===== src/hw/rtl/hvsr_pkg.sv =====
// Harmonic voice renderer: shared types, constants and per-timbre microcode.
// Used by hvsr_ctrl, hvsr_dp and the top level; no dependencies.
package hvsr_pkg;

  localparam int SAMPLE_BITS_DEF = 16;
  localparam int ONE_Q           = 131072;
  localparam int CORR_Q          = 29491;
  localparam int TREM_BASE       = 107479;
  localparam int DIV_STEPS       = 18;

  // phase fed to the sine unit
  typedef enum logic [2:0] {
    SRC_PH      = 3'd0,
    SRC_PH2     = 3'd1,
    SRC_PH3     = 3'd2,
    SRC_PH4     = 3'd3,
    SRC_PROD    = 3'd4,
    SRC_PH_PROD = 3'd5,
    SRC_PH_BEND = 3'd6
  } ph_src_t;

  // where a finished product (or sine) goes
  typedef enum logic [2:0] {
    DST_ACC  = 3'd0,
    DST_HACC = 3'd1,
    DST_TREM = 3'd2,
    DST_BEND = 3'd3,
    DST_F    = 3'd4
  } dst_t;

  typedef enum logic [2:0] {
    UI_TERM   = 3'd0,
    UI_AGEMUL = 3'd1,
    UI_FALL   = 3'd2,
    UI_FT     = 3'd3,
    UI_FIN    = 3'd4
  } uop_t;

  typedef struct packed {
    uop_t        op;
    ph_src_t     src;
    dst_t        dst;
    logic [26:0] k;
  } uinst_t;

  typedef enum logic [3:0] {
    DP_NOP      = 4'd0,
    DP_START    = 4'd1,
    DP_LDPH     = 4'd2,
    DP_MUL_X    = 4'd3,
    DP_MUL_PP   = 4'd4,
    DP_MUL_C    = 4'd5,
    DP_SIN_END  = 4'd6,
    DP_MUL_SK   = 4'd7,
    DP_STORE    = 4'd8,
    DP_MUL_AGE  = 4'd9,
    DP_DEN      = 4'd10,
    DP_DIV_STEP = 4'd11,
    DP_MUL_HF   = 4'd12,
    DP_MUL_FT   = 4'd13,
    DP_FIN      = 4'd14
  } dp_op_t;

  typedef struct packed {
    dp_op_t      op;
    ph_src_t     src;
    dst_t        dst;
    logic [26:0] k;
  } dp_cmd_t;

  typedef struct packed {
    logic div_done;
  } dp_stat_t;

  function automatic uinst_t mk(input uop_t op, input ph_src_t src, input dst_t dst,
                                input int unsigned k);
    uinst_t u;
    u.op  = op;
    u.src = src;
    u.dst = dst;
    u.k   = 27'(k);
    return u;
  endfunction

  // one program per timbre, up to six instructions before the closing UI_FIN
  function automatic uinst_t ucode(input logic bass, input logic [2:0] tone,
                                   input logic [2:0] pc);
    uinst_t fin;
    uinst_t u;
    fin = mk(UI_FIN, SRC_PH, DST_ACC, 0);
    u   = fin;
    unique case ({bass, tone})
      4'b1000: begin
        unique case (pc)
          3'd0:    u = mk(UI_TERM, SRC_PH,  DST_ACC, 107479);
          3'd1:    u = mk(UI_TERM, SRC_PH2, DST_ACC, 17039);
          3'd2:    u = mk(UI_TERM, SRC_PH3, DST_ACC, 6554);
          default: u = fin;
        endcase
      end
      4'b1001: begin
        unique case (pc)
          3'd0:    u = mk(UI_TERM, SRC_PH2, DST_HACC, 23593);
          3'd1:    u = mk(UI_TERM, SRC_PH3, DST_HACC, 11796);
          3'd2:    u = mk(UI_TERM, SRC_PH4, DST_HACC, 6554);
          3'd3:    u = mk(UI_FALL, SRC_PH,  DST_ACC,  3006477);
          3'd4:    u = mk(UI_TERM, SRC_PH,  DST_ACC,  89129);
          default: u = fin;
        endcase
      end
      4'b1010: begin
        unique case (pc)
          3'd0:    u = mk(UI_TERM, SRC_PH,  DST_ACC, 127140);
          3'd1:    u = mk(UI_TERM, SRC_PH2, DST_ACC, 3932);
          default: u = fin;
        endcase
      end
      4'b0000: begin
        unique case (pc)
          3'd0:    u = mk(UI_TERM, SRC_PH2, DST_HACC, 26214);
          3'd1:    u = mk(UI_TERM, SRC_PH3, DST_HACC, 13107);
          3'd2:    u = mk(UI_FALL, SRC_PH,  DST_ACC,  386547);
          3'd3:    u = mk(UI_TERM, SRC_PH,  DST_ACC,  91750);
          default: u = fin;
        endcase
      end
      4'b0001: begin
        unique case (pc)
          3'd0:    u = mk(UI_TERM, SRC_PH2, DST_HACC, 13107);
          3'd1:    u = mk(UI_TERM, SRC_PH3, DST_HACC, 5243);
          3'd2:    u = mk(UI_FALL, SRC_PH,  DST_ACC,  150324);
          3'd3:    u = mk(UI_TERM, SRC_PH,  DST_ACC,  112722);
          default: u = fin;
        endcase
      end
      4'b0010: begin
        unique case (pc)
          3'd0:    u = mk(UI_TERM, SRC_PH2, DST_HACC, 24904);
          3'd1:    u = mk(UI_TERM, SRC_PH3, DST_HACC, 14418);
          3'd2:    u = mk(UI_TERM, SRC_PH4, DST_HACC, 7864);
          3'd3:    u = mk(UI_FALL, SRC_PH,  DST_ACC,  1932735);
          3'd4:    u = mk(UI_TERM, SRC_PH,  DST_ACC,  83886);
          default: u = fin;
        endcase
      end
      4'b0011: begin
        unique case (pc)
          3'd0:    u = mk(UI_AGEMUL, SRC_PH,   DST_ACC,  697932);
          3'd1:    u = mk(UI_TERM,   SRC_PROD, DST_TREM, 15729);
          3'd2:    u = mk(UI_TERM,   SRC_PH,   DST_F,    0);
          3'd3:    u = mk(UI_FT,     SRC_PH,   DST_ACC,  0);
          3'd4:    u = mk(UI_TERM,   SRC_PH4,  DST_HACC, 7864);
          3'd5:    u = mk(UI_FALL,   SRC_PH,   DST_ACC,  515396);
          default: u = fin;
        endcase
      end
      4'b0100: begin
        unique case (pc)
          3'd0:    u = mk(UI_AGEMUL, SRC_PH,      DST_ACC, 56371);
          3'd1:    u = mk(UI_TERM,   SRC_PH_PROD, DST_ACC, 49807);
          3'd2:    u = mk(UI_TERM,   SRC_PH,      DST_ACC, 62915);
          3'd3:    u = mk(UI_TERM,   SRC_PH2,     DST_ACC, 13107);
          default: u = fin;
        endcase
      end
      4'b0101: begin
        unique case (pc)
          3'd0:    u = mk(UI_AGEMUL, SRC_PH,      DST_ACC,  671089);
          3'd1:    u = mk(UI_TERM,   SRC_PROD,    DST_BEND, 90000000);
          3'd2:    u = mk(UI_TERM,   SRC_PH_BEND, DST_ACC,  116654);
          3'd3:    u = mk(UI_TERM,   SRC_PH2,     DST_ACC,  10486);
          3'd4:    u = mk(UI_TERM,   SRC_PH3,     DST_ACC,  3932);
          default: u = fin;
        endcase
      end
      default: u = fin;
    endcase
    return u;
  endfunction

endpackage


===== src/hw/rtl/hvsr_ctrl.sv =====
// Renderer controller: handshakes, microcode sequencing, datapath commands.
// Depends on hvsr_pkg.
module hvsr_ctrl (
  input  logic               clk,
  input  logic               rst,
  input  logic               in_valid,
  output logic               in_stall,
  input  logic               is_bass,
  input  logic [2:0]         tone_index,
  output logic               out_valid,
  input  logic               out_stall,
  output hvsr_pkg::dp_cmd_t  cmd,
  input  hvsr_pkg::dp_stat_t stat
);
  import hvsr_pkg::*;

  typedef enum logic [10:0] {
    ST_IDLE  = 11'b00000000001,
    ST_FETCH = 11'b00000000010,
    ST_X     = 11'b00000000100,
    ST_PP    = 11'b00000001000,
    ST_C     = 11'b00000010000,
    ST_END   = 11'b00000100000,
    ST_MUL   = 11'b00001000000,
    ST_STORE = 11'b00010000000,
    ST_DEN   = 11'b00100000000,
    ST_DIV   = 11'b01000000000,
    ST_HF    = 11'b10000000000
  } state_t;

  state_t     state, state_next;
  logic [2:0] pc, pc_next;
  logic       bass_r;
  logic [2:0] tone_r;
  logic       out_valid_next;
  uinst_t     u;

  always_comb begin
    u              = ucode(bass_r, tone_r, pc);
    state_next     = state;
    pc_next        = pc;
    out_valid_next = out_valid && out_stall;
    cmd.op         = DP_NOP;
    cmd.src        = u.src;
    cmd.dst        = u.dst;
    cmd.k          = u.k;
    unique case (state)
      ST_IDLE: begin
        if (in_valid) begin
          cmd.op     = DP_START;
          pc_next    = '0;
          state_next = ST_FETCH;
        end
      end
      ST_FETCH: begin
        unique case (u.op)
          UI_TERM: begin
            cmd.op     = DP_LDPH;
            state_next = ST_X;
          end
          UI_AGEMUL: begin
            cmd.op  = DP_MUL_AGE;
            pc_next = pc + 3'd1;
          end
          UI_FALL: begin
            cmd.op     = DP_MUL_AGE;
            state_next = ST_DEN;
          end
          UI_FT: begin
            cmd.op     = DP_MUL_FT;
            state_next = ST_STORE;
          end
          UI_FIN: begin
            // result register frees up in the same cycle it is taken
            if (!out_valid || !out_stall) begin
              cmd.op         = DP_FIN;
              out_valid_next = 1'b1;
              state_next     = ST_IDLE;
            end
          end
          default: state_next = ST_IDLE;
        endcase
      end
      ST_X: begin
        cmd.op     = DP_MUL_X;
        state_next = ST_PP;
      end
      ST_PP: begin
        cmd.op     = DP_MUL_PP;
        state_next = ST_C;
      end
      ST_C: begin
        cmd.op     = DP_MUL_C;
        state_next = ST_END;
      end
      ST_END: begin
        cmd.op = DP_SIN_END;
        if (u.dst == DST_F) begin
          pc_next    = pc + 3'd1;
          state_next = ST_FETCH;
        end else begin
          state_next = ST_MUL;
        end
      end
      ST_MUL: begin
        cmd.op     = DP_MUL_SK;
        state_next = ST_STORE;
      end
      ST_STORE: begin
        cmd.op     = DP_STORE;
        pc_next    = pc + 3'd1;
        state_next = ST_FETCH;
      end
      ST_DEN: begin
        cmd.op     = DP_DEN;
        state_next = ST_DIV;
      end
      ST_DIV: begin
        cmd.op = DP_DIV_STEP;
        if (stat.div_done) state_next = ST_HF;
      end
      ST_HF: begin
        cmd.op     = DP_MUL_HF;
        state_next = ST_STORE;
      end
      default: state_next = ST_IDLE;
    endcase
  end

  always_ff @(posedge clk) begin
    if (rst) begin
      state     <= ST_IDLE;
      pc        <= '0;
      out_valid <= 1'b0;
    end else begin
      state     <= state_next;
      pc        <= pc_next;
      out_valid <= out_valid_next;
    end
  end

  always_ff @(posedge clk) begin
    if (state == ST_IDLE && in_valid) begin
      bass_r <= is_bass;
      tone_r <= tone_index;
    end
  end

  assign in_stall = (state != ST_IDLE);

endmodule


===== config.mk =====
export PLATFORM = sky130hd
export DESIGN_NAME = hvsr_ctrl
export DESIGN_NICKNAME = d
export VERILOG_FILES = /design/src/hw/rtl/hvsr_pkg.sv /design/src/hw/rtl/hvsr_ctrl.sv
export SDC_FILE = /design/constraint.sdc
export NUM_CORES = 1
export LEC_CHECK = 0
export BUFFER_PORTS_ARGS = -buffer_cell sky130_fd_sc_hd__buf_2
export CORE_AREA = 2 2 83 85
export DETAILED_ROUTE_END_ITERATION = 6
export DIE_AREA = 0 0 85 87
export GPL_TIMING_DRIVEN = 0
export PLACE_DENSITY = 0.76
export SLEW_MARGIN = 5
export SYNTH_ARGS = -nofsm -noshare
export SYNTH_HDL_FRONTEND = slang
export SYNTH_SLANG_ARGS = --single-unit

===== constraint.sdc =====
create_clock -name clk -period 3 [get_ports clk]
set_input_delay 0.15 -clock clk [delete_from_list [all_inputs] [get_ports clk]]
set_output_delay 0.15 -clock clk [all_outputs]
set_load 0.1 [all_outputs]

==> Yosys cells after proc, flatten, opt, wreduce, memory -nomap -nowiden <==
Index checks and enable logic that the tools add are counted.
{ "word_totals": {"reg_bits": 19, "inputBits": 9, "out_inout_bits": 39, "word_cells": 82} }
{ "classes": {"addsub": 1, "n_eq_ne": 36, "n_mux": 27, "reduce_logical": 13} }
{ "ops": {"columns": ["operator", "count"], "rows": [
  ["36-bit case mux with 5 select lines", 3],
  ["36-bit case mux with 4 select lines", 3],
  ["36-bit case mux with 9 select lines", 1],
  ["36-bit case mux with 6 select lines", 1],
  ["11-bit case mux with 10 select lines", 1],
  ["36-bit case mux with 3 select lines", 1],
  ["36-bit case mux with 2 select lines", 1],
  ["11-bit case mux with 5 select lines", 1],
  ["4-bit case mux with 11 select lines", 1],
  ["11-bit two-way mux", 3],
  ["4-bit case mux with 4 select lines", 1],
  ["3-bit by 2-bit equality test with 1-bit output (second input constant)", 4],
  ["3-bit equality test (second input constant)", 4],
  ["4-bit equality test (second input constant)", 3],
  ["3-bit case mux with 4 select lines", 1],
  ["11-bit by 1-bit equality test with 1-bit output (second input constant)", 1],
  ["11-bit by 10-bit equality test with 1-bit output (second input constant)", 1],
  ["11-bit equality test (second input constant)", 1],
  ["11-bit by 2-bit equality test with 1-bit output (second input constant)", 1],
  ["11-bit by 3-bit equality test with 1-bit output (second input constant)", 1],
  ["11-bit by 4-bit equality test with 1-bit output (second input constant)", 1],
  ["11-bit by 5-bit equality test with 1-bit output (second input constant)", 1],
  ["11-bit by 6-bit equality test with 1-bit output (second input constant)", 1],
  ["11-bit by 7-bit equality test with 1-bit output (second input constant)", 1],
  ["other kinds (23)", 39]
]} }

==> Longest topological paths before layout <==
{ "depth": {"depth_word": 7, "ltp_mapped": 12, "ltp_nobuf": 9} }

==> Worst setup path before layout <==
No wires, ideal clock.
{ "synth_path": {"path_type": "reg2out", "from": "reg pc[1]", "to": "out cmd[36] (netlist name)", "t_arrival_ns": 4.408, "required_time_ns": 2.850, "slack_ns": -1.558, "stages_incl_launch_ff": 12, "path_cell_list": "dfxtp_1 > clkbuf_1 > clkinv_1 > ha_1 > clkbuf_1 > nor3_1 > o21bai_1 > o32a_1 > o21ai_0 > and2_1 > nor3_1 > o21ai_0"} }
{ "synth_rtl": {"columns": ["element", "line", "text"], "rows": [
  ["from (decl)", "hvsr_ctrl.sv:32", "logic [2:0] pc, pc_next;"],
  ["from (signal assigned)", "hvsr_ctrl.sv:137", "pc <= pc_next;"],
  ["to (decl)", "hvsr_ctrl.sv:12", "output hvsr_pkg::dp_cmd_t cmd,"]
]} }

==> impl_metrics.csv <==
group,metric,value,unit
outcome,outcome,"finished, violations left",
outcome,violations,"setup timing",
die,dieWidth,85,µm
critical_path,crit_type,"flip-flop to output pin",
yosys,synth_area_leader_cell,"dfxtp_1",
route,via_per_inst,6.87,
critical_path,crit_path_end_kind,"output pin",
timing,finalCritPeriodShare,102,%
power_and_ir_drop,irDropWorstVdd,0.376,mV
global_route,gr-total-overflow,0,
place,dp_hpwl,9.72,mm
cts,htreeDepth,1,
cts,cts.sinks,19,
yosys,yosysMostFrequentCell,"nand2_1",
critical_path,critPathMaxStageDelay,0.55,ns
yosys,synthTopCellsByArea,"dfxtp_1 (11%), o21ai_0 (8.4%), nand2_1 (8.3%)",
cts,cts_buffers,3,
critical_path,worstPathMaxFanout,10,
die,start_util,43.4,%
yosys,yosys-top-cells-count,"nand2_1 (63), nor2_1 (48), o21ai_0 (48), clkbuf_1 (33), a21oi_1 (32)",
die,core,6570,µm²
critical_path,critPathSlowestCell,"a221oi_1",
cts,cts_tree,"yes",
route,drtPass1Iterations,6,
yosys,syn_area_per_cell,6.33,µm²
global_route,grt_pass1_vias,3645,
cts,cts_hold_buf,0,
timing,timing.setup.tns,-0.0887,ns
route,wl_per_cell,22.7,µm
timing,fin_ws,-0.0622,ns
cells_and_area,syn_to_final_growth,24.6,%
global_route,antenna_found_initial,0,
cells_and_area,fin_util,54.2,%
power_and_ir_drop,power_density,514,nW/µm²
yosys,synth.top_cell.area_share,10.5,%
yosys,netlist_area,2850,µm²
cells_and_area,n_fill_cell,657,
min_path,hold_class,"input port to flip-flop",
yosys,seq_area_frac_synth,14.7,%
timing,finalSetupViolCount,2,
yosys,ys_seq_elements,19,
yosys,synth-warning-count,0,
timing,finalCriticalPeriod,3.06,ns
critical_path,required,2.85,ns
cells_and_area,final_layout_size_suffix_gt1_share,28.2,%
place,gp_congestion,1.03,
die,die_h,87,µm
place,io_buffers,44,
route,vias,3985,
global_route,grt_pass1_wl,20.0,mm
die,rows,30,
timing,hold_viol_final,0,
cts,cts.clk_slew.worst_paths,0.07,ns
timing,rsz0062_at_grt,"yes",
timing,maxSlewHeadroom,38.2,%
timing,report.final.slew_viol_count,0,
route,drtAntennaViolNets,0,
route,totalWireLength,13.2,mm
global_route,grt_usage,34.6,%
critical_path,cp_cell_sequence,"clkbuf_8 -> clkinv_4 -> ha_1 -> buf_4 -> buf_1 -> a22oi_1 -> o21ai_0 -> a221oi_1 -> nand2_1 -> buf_2",
yosys,ys_types,72,
timing,skew,0.00305,ns
critical_path,cp.buffers_inverters,5,
power_and_ir_drop,p_leak,1.46,nW
critical_path,startpoint_type,"flip-flop",
global_route,grt_max_degree,12,
critical_path,cp_top_family,"buffers and inverters",
critical_path,critPathArrivalTime,2.91,ns
yosys,async_flop_share,0,%
yosys,synth_cells,451,
cts,insertion_delay,0.25,ns
timing,max_freq,0.327,GHz
yosys,synth_enable_flop_cells,4,
cells_and_area,nNetsFinal,516,
die,die_area,7400,µm²
yosys,synthFlopType,"dfxtp_1",
cts,ctsLongestPathBuffers,2,
die,ios,48,
job,cap_viol_max_count,0,
timing,worst_pin_slew,0.925,ns
cells_and_area,diodes,0,
cts,root_buffer,"clkbuf_8",
route,drc,0,
route,first_iter_violations,441,
==> sequential cells by signal, indices dropped and copies added (netlist names) <==
name / flops
bass_r: 1
state: 11
pc: 3
tone_r: 3
out_valid: 1
==> logic make-up (layout without fill, tap and decap cells) <==
group	count (synthesis)	after routing	share of synthesized area [%]
flip-flops	19	19	14.7
multiplexers	3	3	1.14
buffers and inverters	55	102	8.42
XOR/XNOR	9	9	2.76
AND/OR/NAND/NOR	215	215	38.0
other	1	2	0.131
AO/OA/AOI/OAI	143	144	32.2
adder cells (fa/ha/maj)	6	6	2.63
==> where the power goes <==
part	internal (mW)	leakage, nW	switching (mW)
sequential	0.279	0.161	0.0220
combinational	0.320	1.27	1.03
clock	0.0943	0.0228	0.0856
==> cell usage in the layout (no fill, tap or decap), types with 4 or more instances in the layout <==
master	netlist	routed
nand2_1	63	62
nor2_1	48	45
o21ai_0	48	37
buf_2	2	32
a21oi_1	32	29
clkbuf_2	1	17
nand3_1	14	14
buf_4	4	12
dfxtp_1	15	12
nand2b_1	12	11
nor3_1	14	11
nor2b_1	13	10
nor4_1	12	10
clkbuf_1	33	9
clkbuf_4	0	8
o21ai_2	0	8
nand4_1	7	7
a31oi_1	6	6
clkbuf_8	0	5
a22oi_1	5	5
buf_6	2	5
inv_1	6	5
xor2_1	5	5
ha_1	6	5
a211oi_1	4	4
o211ai_1	4	4
o21ai_1	2	4
or2_2	4	4
or4b_2	4	4
xnor2_1	4	4
o31ai_1	4	4
or3_1	5	4
edfxtp_1	4	4
==> area by class of cell <==
class / count / area [µm²] / area share [%]
plain buffers: 45 / 265 / 7.46
well taps: 80 / 100 / 2.81
inverters: 8 / 35.0 / 0.985
repair buffers: 45 / 310 / 8.72
clock buffers: 4 / 45.0 / 1.27
multi-input cells: 379 / 2370 / 66.8
flip-flops and latches: 19 / 427 / 12.0
==> worst paths after layout <==
| check | slack, ns | cells after the start | end | from |
|---|---|---|---|---|
| hold reg to reg | 0.58 | 2 | out_valid$_SDFF_PP0_ | out_valid$_SDFF_PP0_ |
| setup reg to reg | 0.33 | 7 | state[0]$_SDFFE_PP1P_ | tone_r[0]$_DFFE_PP_ |
| setup / recovery | -0.06 | 10 | cmd[3] | pc[1]$_SDFFE_PP0P_ |
| hold / removal | 0.07 | 1 | bass_r$_DFFE_PP_ | is_bass |
==> stage by stage <==
step                std cells  hold WS, ns  instance area, µm²  setup WS, ns  power [mW]
finish                    580       0.0679                3560       -0.0622        1.83
global route              580       0.0627                3560       -0.0456        1.89
CTS                       580       0.0683                3440       0.00138        1.77
detailed placement        576        0.331                3250        -0.413        1.54
global placement          576        0.328                3250        -0.457        1.54
floorplan                 452        0.249                2930        -0.193        1.31
==> layer usage <==
metal	global-route usage [%]	up-vias	wire length (µm)
li1	-	1749	-
met1	42.7	1828	4960
met2	57.6	313	5960
met3	4.64	95	1230
met4	20.5	0	1010
met5	0	-	0
==> timing repair <==
| item | 4_1_cts | 5_1_grt |
|---|---|---|
| resized for setup | 52 | 48 |
| pin swaps | 1 | 1 |
| setup buffers | 0 | 1 |
| gates cloned | 1 | 0 |
| setup endpoints to repair | 33 | 24 |
(Power assumes the default switching activity.)
